--- src/rtl/ipv4ep_pkg.sv ---
// Package for the IPv4 endpoint text parser: word types, parser state and
// character constants. No dependencies; used by every module in rtl.
package ipv4ep_pkg;

   localparam logic KIND_CHAR = 1'b0;
   localparam logic KIND_END  = 1'b1;

   localparam logic [7:0] CHAR_COLON = 8'h3A;
   localparam logic [7:0] CHAR_DOT   = 8'h2E;
   localparam logic [7:0] CHAR_ZERO  = 8'h30;
   localparam logic [7:0] CHAR_NINE  = 8'h39;

   localparam logic [2:0] LAST_OCTET   = 3'd3;
   localparam logic [2:0] OCTET_DIGITS = 3'd3;
   localparam logic [2:0] PORT_DIGITS  = 3'd5;
   localparam logic [2:0] OCTET_COUNT  = 3'd4;

   typedef struct packed {
      logic       kind;
      logic [7:0] character;
   } req_word_type;

   typedef struct packed {
      logic        ok;
      logic [7:0]  octet_0;
      logic [7:0]  octet_1;
      logic [7:0]  octet_2;
      logic [7:0]  octet_3;
      logic [15:0] port_number;
   } rsp_word_type;

   typedef struct packed {
      logic            in_port_phase;
      logic            failed;
      logic [2:0]      octet_index;
      logic [2:0]      digit_count;
      logic [9:0]      octet_value;
      logic [3:0][7:0] captured_octets;
      logic [16:0]     port_value;
   } parse_state_type;

endpackage

--- src/rtl/ipv4ep_step.sv ---
// Next-state and verdict logic for one word of the endpoint parser.
// Depends on ipv4ep_pkg; instantiated by ipv4_endpoint_text_parser.
module ipv4ep_step import ipv4ep_pkg::*; (
   input  req_word_type    word,
   input  parse_state_type state_cur,
   output parse_state_type state_nxt,
   output rsp_word_type    result
);

   logic        is_digit;
   logic [3:0]  digit;
   logic        close_ok;
   logic [9:0]  octet_acc;
   logic [16:0] port_acc;

   assign is_digit  = (word.character >= CHAR_ZERO) && (word.character <= CHAR_NINE);
   assign digit     = 4'(word.character - CHAR_ZERO);
   assign close_ok  = (state_cur.digit_count != 3'd0) && (state_cur.octet_value[9:8] == 2'b00);
   assign octet_acc = 10'({state_cur.octet_value, 3'b000} + {state_cur.octet_value, 1'b0}
                          + 13'(digit));
   assign port_acc  = 17'({state_cur.port_value, 3'b000} + {state_cur.port_value, 1'b0}
                          + 20'(digit));

   always_comb begin
      state_nxt = state_cur;
      result.ok = !state_cur.failed && state_cur.in_port_phase && !state_cur.port_value[16];
      result.octet_0     = result.ok ? state_cur.captured_octets[0] : 8'd0;
      result.octet_1     = result.ok ? state_cur.captured_octets[1] : 8'd0;
      result.octet_2     = result.ok ? state_cur.captured_octets[2] : 8'd0;
      result.octet_3     = result.ok ? state_cur.captured_octets[3] : 8'd0;
      result.port_number = result.ok ? state_cur.port_value[15:0] : 16'd0;
      if (word.kind == KIND_END) begin
         state_nxt = '0;
      end else if (!state_cur.failed) begin
         if (word.character == CHAR_COLON) begin
            if (state_cur.in_port_phase || state_cur.octet_index != LAST_OCTET || !close_ok) begin
               state_nxt.failed = 1'b1;
            end else begin
               state_nxt.captured_octets[state_cur.octet_index[1:0]] =
                  state_cur.octet_value[7:0];
               state_nxt.octet_index   = state_cur.octet_index + 3'd1;
               state_nxt.digit_count   = 3'd0;
               state_nxt.octet_value   = 10'd0;
               state_nxt.in_port_phase = 1'b1;
            end
         end else if (!state_cur.in_port_phase) begin
            if (word.character == CHAR_DOT) begin
               if (state_cur.octet_index >= LAST_OCTET || !close_ok) begin
                  state_nxt.failed = 1'b1;
               end else begin
                  state_nxt.captured_octets[state_cur.octet_index[1:0]] =
                     state_cur.octet_value[7:0];
                  state_nxt.octet_index = state_cur.octet_index + 3'd1;
                  state_nxt.digit_count = 3'd0;
                  state_nxt.octet_value = 10'd0;
               end
            end else if (is_digit && state_cur.digit_count < OCTET_DIGITS) begin
               state_nxt.octet_value = octet_acc;
               state_nxt.digit_count = state_cur.digit_count + 3'd1;
            end else begin
               state_nxt.failed = 1'b1;
            end
         end else if (is_digit) begin
            if ((state_cur.digit_count == 3'd0 && word.character == CHAR_ZERO)
                || state_cur.digit_count >= PORT_DIGITS) begin
               state_nxt.failed = 1'b1;
            end else begin
               state_nxt.port_value  = port_acc;
               state_nxt.digit_count = state_cur.digit_count + 3'd1;
            end
         end else begin
            state_nxt.failed = 1'b1;
         end
      end
   end

endmodule

--- src/rtl/ipv4_endpoint_text_parser.sv ---
// Top level of the IPv4 endpoint text parser: input register, parser state,
// result register. Depends on ipv4ep_pkg and ipv4ep_step.
//
//   channel | direction | word type      | accepted when
//   req     | in        | req_word_type  | req_valid && req_ready
//   rsp     | out       | rsp_word_type  | rsp_valid && rsp_ready
//
// One word per cycle is taken unless an end word is stalled; an end word's
// verdict is registered in the result register as it leaves the input register.
// The parser state is updated by one pass of ipv4ep_step per word.
// Reset empties both registers and clears the parser state.
// A held result stalls an end word in the input register, and the input with it;
// character words keep flowing while no end word is waiting.
module ipv4_endpoint_text_parser import ipv4ep_pkg::*; (
   input  logic         clock,
   input  logic         reset,
   input  logic         req_valid,
   output logic         req_ready,
   input  req_word_type req_word,
   output logic         rsp_valid,
   input  logic         rsp_ready,
   output rsp_word_type rsp_word
);

   logic            in_valid_ff;
   req_word_type    in_word_ff;
   parse_state_type state_ff;
   parse_state_type state_in;
   rsp_word_type    result;
   logic            rsp_valid_ff;
   rsp_word_type    rsp_word_ff;
   logic            rsp_free;
   logic            advance;
   logic            emit;

   ipv4ep_step u_step (
      .word      (in_word_ff),
      .state_cur (state_ff),
      .state_nxt (state_in),
      .result    (result)
   );

   assign rsp_free  = !rsp_valid_ff || rsp_ready;
   assign advance   = in_valid_ff && (in_word_ff.kind == KIND_CHAR || rsp_free);
   assign emit      = advance && in_word_ff.kind == KIND_END;
   assign req_ready = !in_valid_ff || advance;
   assign rsp_valid = rsp_valid_ff;
   assign rsp_word  = rsp_word_ff;

   always_ff @(posedge clock) begin
      if (reset) begin
         in_valid_ff  <= 1'b0;
         rsp_valid_ff <= 1'b0;
         state_ff     <= '0;
      end else begin
         if (req_ready) begin
            in_valid_ff <= req_valid;
         end
         if (advance) begin
            state_ff <= state_in;
         end
         if (emit) begin
            rsp_valid_ff <= 1'b1;
         end else if (rsp_ready) begin
            rsp_valid_ff <= 1'b0;
         end
      end
      if (req_ready && req_valid) begin
         in_word_ff <= req_word;
      end
      if (emit) begin
         rsp_word_ff <= result;
      end
   end

`ifndef ASSERT_OFF
   a_index_range: assert property (@(posedge clock) disable iff (reset)
      state_ff.octet_index <= OCTET_COUNT)
      else $error("octet index beyond four");

   a_port_after_octets: assert property (@(posedge clock) disable iff (reset)
      state_ff.in_port_phase |-> state_ff.octet_index == OCTET_COUNT)
      else $error("port phase entered without four octets");

   a_octet_digits: assert property (@(posedge clock) disable iff (reset)
      !state_ff.in_port_phase |-> state_ff.digit_count <= OCTET_DIGITS)
      else $error("too many octet digits held");

   a_clear_after_end: assert property (@(posedge clock) disable iff (reset)
      emit |=> !state_ff.in_port_phase && !state_ff.failed && state_ff.octet_index == 3'd0)
      else $error("state not cleared after end word");

   a_emit_when_free: assert property (@(posedge clock) disable iff (reset)
      emit |-> rsp_free)
      else $error("result overwritten while held");
`endif

endmodule

--- config.mk ---
export PLATFORM = sky130hd
export DESIGN_NAME = ipv4_endpoint_text_parser
export DESIGN_NICKNAME = d
export VERILOG_FILES = /design/src/rtl/ipv4ep_pkg.sv /design/src/rtl/ipv4ep_step.sv /design/src/rtl/ipv4_endpoint_text_parser.sv
export SDC_FILE = /design/constraint.sdc
export NUM_CORES = 1
export LEC_CHECK = 0
export BUFFER_PORTS_ARGS = -buffer_cell sky130_fd_sc_hd__clkbuf_2
export CORE_MARGIN = 4
export CORE_UTILIZATION = 55
export CTS_BUF_LIST = sky130_fd_sc_hd__clkbuf_2 sky130_fd_sc_hd__clkbuf_4 sky130_fd_sc_hd__clkbuf_8
export DETAILED_ROUTE_END_ITERATION = 7
export GPL_TIMING_DRIVEN = 0
export PLACE_DENSITY = 0.84
export SYNTH_ARGS = -nofsm -noshare
export SYNTH_HDL_FRONTEND = slang
export SYNTH_SLANG_ARGS = --single-unit
--- constraint.sdc ---
create_clock -name clock -period 2.57 [get_ports clock]
set_input_delay 0.1285 -clock clock [delete_from_list [all_inputs] [get_ports clock]]
set_output_delay 0.1285 -clock clock [all_outputs]
set_load 0.05 [all_outputs]
After elaboration in Yosys (flattened, before gate mapping)
Cells that the tools add are included.

Register bits: 127. Bits in latches: 0. Memory bits (writable): 0. Bits in read-only memories: 0. Bits of input ports: 13. Word-level logic and storage cells: 119. Memories: 0.

$add $sub $neg: 7. Multipliers: 0. Divide/modulo/power cells: 0. Magnitude comparators: 7. Equal/unequal tests: 15. Shifts and indexed selects: 0. Mux-type cells: 32. Bitwise operators: 1. Reductions and logical operators: 37.

Operators with widths (count): 2-to-1 mux 67 bit (2); 2-to-1 mux 48 bit (2); 2-to-1 mux 17 bit (4); 2-to-1 mux 49 bit (1); 2-to-1 mux 42 bit (1); bitwise mux 32 bit (1); 2-to-1 mux 32 bit (1); 2-to-1 mux 13 bit (2); == test 8 x 6 -> 1 bit, second input constant (3); AND reduction 6 bit (3); adder 17 bit (1); adder 17 x 4 -> 17 bit (1); demux 8 bit (select 2 bit) (1); 2-to-1 mux 3 bit (5); 2-to-1 mux 1 bit (11); adder 10 bit (1); adder 10 x 4 -> 10 bit (1); logical AND 1 bit (10); inequality test 3 x 2 -> 1 bit, second input constant (3); greater-or-equal comparator 8 x 6 -> 1 bit, second input constant (1); <= comparator 8 x 6 -> 1 bit, second input constant (1); 2-to-1 mux 8 bit (1); inequality test 2 bit, second input constant (4); inequality test 4 x 3 -> 1 bit, second input constant (2); other kinds (21) (36).

Depth between registers and ports, before layout
Depth in word-level cells: 11. Depth in mapped cells: 10. Depth with buffers taken out: 10.

Hierarchy
From an unflattened synthesis, not the netlist that was laid out.

Cells, all modules: 877. Area total of the unflattened synthesis: 8194.1 µm².

Modules (own cells, without submodules): ipv4_endpoint_text_parser (times used 1, cells an instance 360, area each 4825.9 µm², seq. area each 3123.0 µm²); ipv4ep_step (times used 1, cells an instance 517, area each 3368.2 µm², seq. area each 0.0 µm²).

Worst setup path before layout
No wires, ideal clock.

Kind: flip-flop to flip-flop. Start: register in_word_ff[3] (netlist name). End: register state_ff[14] (netlist name). Library setup time: 0.117 ns. Data arrival time: 2.584 ns. Required time: 2.453 ns. Path slack: -0.131 ns. Stages on the path, launching flop included: 11. Buffers on the path: 0. Path through: edfxtp_1 > inv_1 > fa_1 > inv_1 > fa_1 > a21oi_1 > nand4b_1 > a21o_1 > a31oi_1 > or3_1 > a32o_1.

Longest elaborated chain between the ends: 8. Elaborated cells between the ends (all ways): 19. Classes of those cells: add/sub: 2; order compare: 2; eq/ne: 4; mux: 6; reduce/logical: 5.

RTL lines: start, declared (line ipv4_endpoint_text_parser.sv:26) `req_word_type in_word_ff;`; start signal, assigned (line ipv4_endpoint_text_parser.sv:69) `in_word_ff <= req_word;`; subtractor 4 x 1 -> 4 bit (line ipv4ep_step.sv:17) `assign digit = 4'(word.character - CHAR_ZERO);`; adder 17 x 4 -> 17 bit (line ipv4ep_step.sv:22) `+ 20'(digit));`; 2-to-1 mux 17 bit (line ipv4ep_step.sv:64) `if ((state_cur.digit_count == 3'd0 && word.character == CHAR_ZERO)`; 2-to-1 mux 17 bit (line ipv4ep_step.sv:63) `end else if (is_digit) begin`; 2-to-1 mux 17 bit (line ipv4ep_step.sv:46) `end else if (!state_cur.in_port_phase) begin`; 2-to-1 mux 17 bit (line ipv4ep_step.sv:35) `if (word.character == CHAR_COLON) begin`; 2-to-1 mux 67 bit (line ipv4ep_step.sv:34) `end else if (!state_cur.failed) begin`; 2-to-1 mux 67 bit (line ipv4ep_step.sv:32) `if (word.kind == KIND_END) begin`; end signal, assigned (line ipv4_endpoint_text_parser.sv:60) `state_ff <= state_in;`; end, declared (line ipv4_endpoint_text_parser.sv:27) `parse_state_type state_ff;`.

Parallel ways exist; a longest one is shown, timed or not. The select of a mux whose other input is x is not followed. A chain may end at the register's enable or synchronous reset.

Worst setup path in the final report
Ends and elaborated chain as after synthesis.

==> results.ini <==
[synth]
avgSynthCellArea_um2 = 10.6
seq_area_frac_synth_pct = 48.6
synth_edf_count = 58
ys.flop_type = dfxtp_1
netlist_top_cells_area = edfxtp_1, dfxtp_1, ha_1, mux2i_1, and2_1
syn_nets = 673
yosys.area.top_type = edfxtp_1
ys_async_sr_fraction_pct = 0
yosys.area_share.adder_pct = 11.0
synth_top_area_share_pct = 27.1
synth-xor-area-share_pct = 2.04
synthCells = 606
ys_ff_latch = 127
syn-cell-area_um2 = 6430
muxShareOfSynthArea_pct = 7.06
yosys_warnings = 0
synth.distinct_cells = 55
synth_top_family_by_area = simple AND/OR/NAND/NOR gates
synth_compound_area_share_pct = 9.94
yosys.area_share.simple_pct = 18.7

[power]
totalPowerFinal_mw = 4.10
clock_power_share_pct = 40.0
power_frac_comb_pct = 7.6
sw_frac_of_total_pct = 28.2
p_seq_share_pct = 52.4
netSwitchingPower_mw = 1.16
cell_internal_pwr_mw = 2.95
powerDensity_nw_per_um2 = 532
max-vdd-ir-drop_mv = 0.411
p_leak_nw = 3.30

[finish]
seq_area_um2 = 3130
multiInputGateArea_um2 = 3280
final_layout_size_suffix_gt1_share_pct = 24.1
final_nets = 785
antenna_cells = 0
areaGrowthSynthToFinish_pct = 19.9
num-fill-cells = 826

[sta]
worst_pin_slew_ns = 0.943
period_share_pct = 106
whs_ns = 0.0467
fin_ws_ns = -0.153
setup_viol = 3
skew_ns = 0.0101
max_freq_ghz = 0.367
min_period_ns = 2.72
finalHoldViolations = 0
grt_setup_unrepaired = true
drv_slew = 0
relSlewSlack_pct = 36.9

[floorplan]
coreArea_um2 = 11400
initial_core_util_pct = 56.3
rows = 39
die_h_um = 116
die_x_um = 116
die_area_um2 = 13500
ios = 64

[run_status]
status = complete, but fails checks
failed_checks = setup timing

[worst_setup_path]
worst-path-max-fanout = 3
end_kind = register
max_stage_delay_ns = 0.50
critPathRequiredTime_ns = 2.92
cp_data_arrival_time_ns = 3.07
startpoint_type = register
cp_slowest_cell = fa_1
cp_common_cell = inv_2
critPathKind = register to register
crit_chain = inv_2, fa_1, inv_2, fa_2, a21oi_2, nand4b_1, a21o_1, a31oi_1, or3_1, a32o_1

[grt]
grt_use_met3_pct = 4.97
track_usage_pct = 22.3
grt_pass1_wl_um = 23400
grt-ovfl-total = 0
grt_pass1_vias = 4902
grt.busiest_layer = met2
grt_max_degree = 27
antenna_found_initial = 0
grt_use_met1_pct = 27.7
use_met2_pct = 37.2

[detailed_routing]
via_per_inst = 5.69
dr_total_vias = 4969
route.detailed.drc = 0
wirelength_um = 14600
drt_iter0_drc = 326
wl_per_cell_um = 16.7
ant_nets = 0
firstDrtPassIters = 5

[clock_network]
cts.sinks = 127
clk_pin_slew_worst_paths_ns = 0.09
htree_levels = 4
clock_path_buffers = 2
cts_buffers = 17
tritoncts = done
root_buffer = clkbuf_8
clk_latency_ns = 0.46

[placement]
dpl.hpwl_um = 10100
place.gp.congestion = 0.886
io_buffers = 63

[run]
cap_violations = 0

[worst_hold_path]
hold_class = input pin to register

layer usage:
metal	routed length (um)	part of all wire (%)
met1	6210	43
met2	7190	49
met3	874	6.0
met4	336	2.3
met5	0	0
power groups by stage:
stage          Sequential [mW]  Clock (mW)  Combinational [mW]
4_1_cts                   2.15        1.66               0.293
5_1_grt                   2.15        1.75               0.335
3_3_place_gp              2.20           0               0.259
2_1_floorplan             2.26           0               0.131
6_report                  2.15        1.64               0.312
3_5_place_dp              2.20           0               0.266
cells in the mapped netlist, drive strengths merged (2+ instances only):
library cell / instances
buf: 5
nor4: 2
clkbuf: 14
a21o: 11
o211ai: 3
or4b: 2
xnor2: 11
dfxtp: 69
nand3b: 7
nor3b: 2
o21a: 3
or2: 6
o31ai: 3
edfxtp: 58
nand4: 5
o21ai: 23
inv: 26
or3: 2
nor2: 19
nand3: 20
nand2: 69
fa: 4
a31oi: 3
mux2: 3
and2: 51
a21oi: 33
ha: 50
nand2b: 14
nand4b: 2
or4: 5
nor3: 7
mux2i: 42
xor2: 4
a211oi: 6
nor2b: 7
repair_timing:
| item | in CTS | in global routing |
|---|---|---|
| pin swaps | 16 | 10 |
| hold endpoints to repair | 10 | 0 |
| hold buffers | 11 | 0 |
| resized for setup | 15 | 29 |
| setup endpoints to repair | 42 | 20 |
| setup buffers | 9 | 8 |
| cloned | 1 | 1 |
cell families after synthesis:
kind of cell / after synthesis
simple gates: 223
flops: 127
compound gates: 97
fa+ha+maj: 54
buf+inv: 45
mux: 45
xor+xnor: 15
critical path, delay by kind of cell (launching register included):
family,cells,cell delay (ns)
buffers and inverters,2,0.12
adder cells (fa/ha/maj),2,0.87
AO/OA/AOI/OAI,4,0.72
flip-flops,1,0.38
AND/OR/NAND/NOR,2,0.52
registers in the layout (all words and copies together) (netlist names):
| signal | cells |
|---|---|
| rsp_word | 49 |
| state_ff | 67 |
| in_valid_ff | 1 |
| in_word_ff | 9 |
| rsp_valid | 1 |
final cells by class:
class                   instances  share of cell area [%]
inverters                      26                    1.31
multi-input cells             434                    42.5
flip-flops and latches        127                    40.6
clock inverters                15                    1.85
plain buffers                  19                    1.01
repair buffers                 91                    7.17
repair inverters                2                   0.162
well taps                     143                    2.32
clock buffers                  17                    3.03
through the flow:
stage / area (um^2) / utilization (%) / instances / setup TNS, ns / worst slack (ns)
6_report: 7710 / 67.5 / 874 / -0.378 / -0.153
5_1_grt: 7710 / 67.5 / 874 / -0.887 / -0.218
4_1_cts: 7540 / 66.1 / 865 / -0.293 / -0.133
3_5_place_dp: 6940 / 60.8 / 812 / -11.61 / -0.370
3_3_place_gp: 6940 / 60.8 / 812 / -4.93 / -0.260
2_1_floorplan: 6450 / - / 606 / 0 / 0.0119
cells in the final DEF (no fill, tap or decap), types with 7 or more instances in the layout:
master	netlist	routed
inv_8	0	7
edfxtp_1	58	58
and2_1	51	51
nand2_1	69	68
clkbuf_2	0	64
o21ai_0	23	18
dfxtp_1	69	64
xnor2_1	11	10
dlygate4sd3_1	0	11
clkbuf_8	0	17
mux2i_1	42	42
a21o_1	11	11
clkbuf_1	14	13
nand3_1	16	14
nand3b_1	7	7
nand2b_1	14	14
buf_4	0	17
nor2_1	18	16
inv_1	26	20
a21oi_1	32	26
ha_1	50	47
final timing paths:
| check | startpoint | to | slack, ns | cells past startpoint |
|---|---|---|---|---|
| worst max-delay path | in_word_ff[3]$_DFFE_PP_ | state_ff[14]$_SDFFE_PP0P_ | -0.15 | 10 |
| worst min-delay path | rsp_ready | rsp_valid$_SDFFE_PP0P_ | 0.05 | 3 |
| worst max register to register | in_word_ff[3]$_DFFE_PP_ | state_ff[14]$_SDFFE_PP0P_ | -0.15 | 10 |
| worst min register to register | state_ff[44]$_SDFFE_PP0P_ | state_ff[44]$_SDFFE_PP0P_ | 0.46 | 2 |
Note: power is estimated with default switching activity, not from simulation.
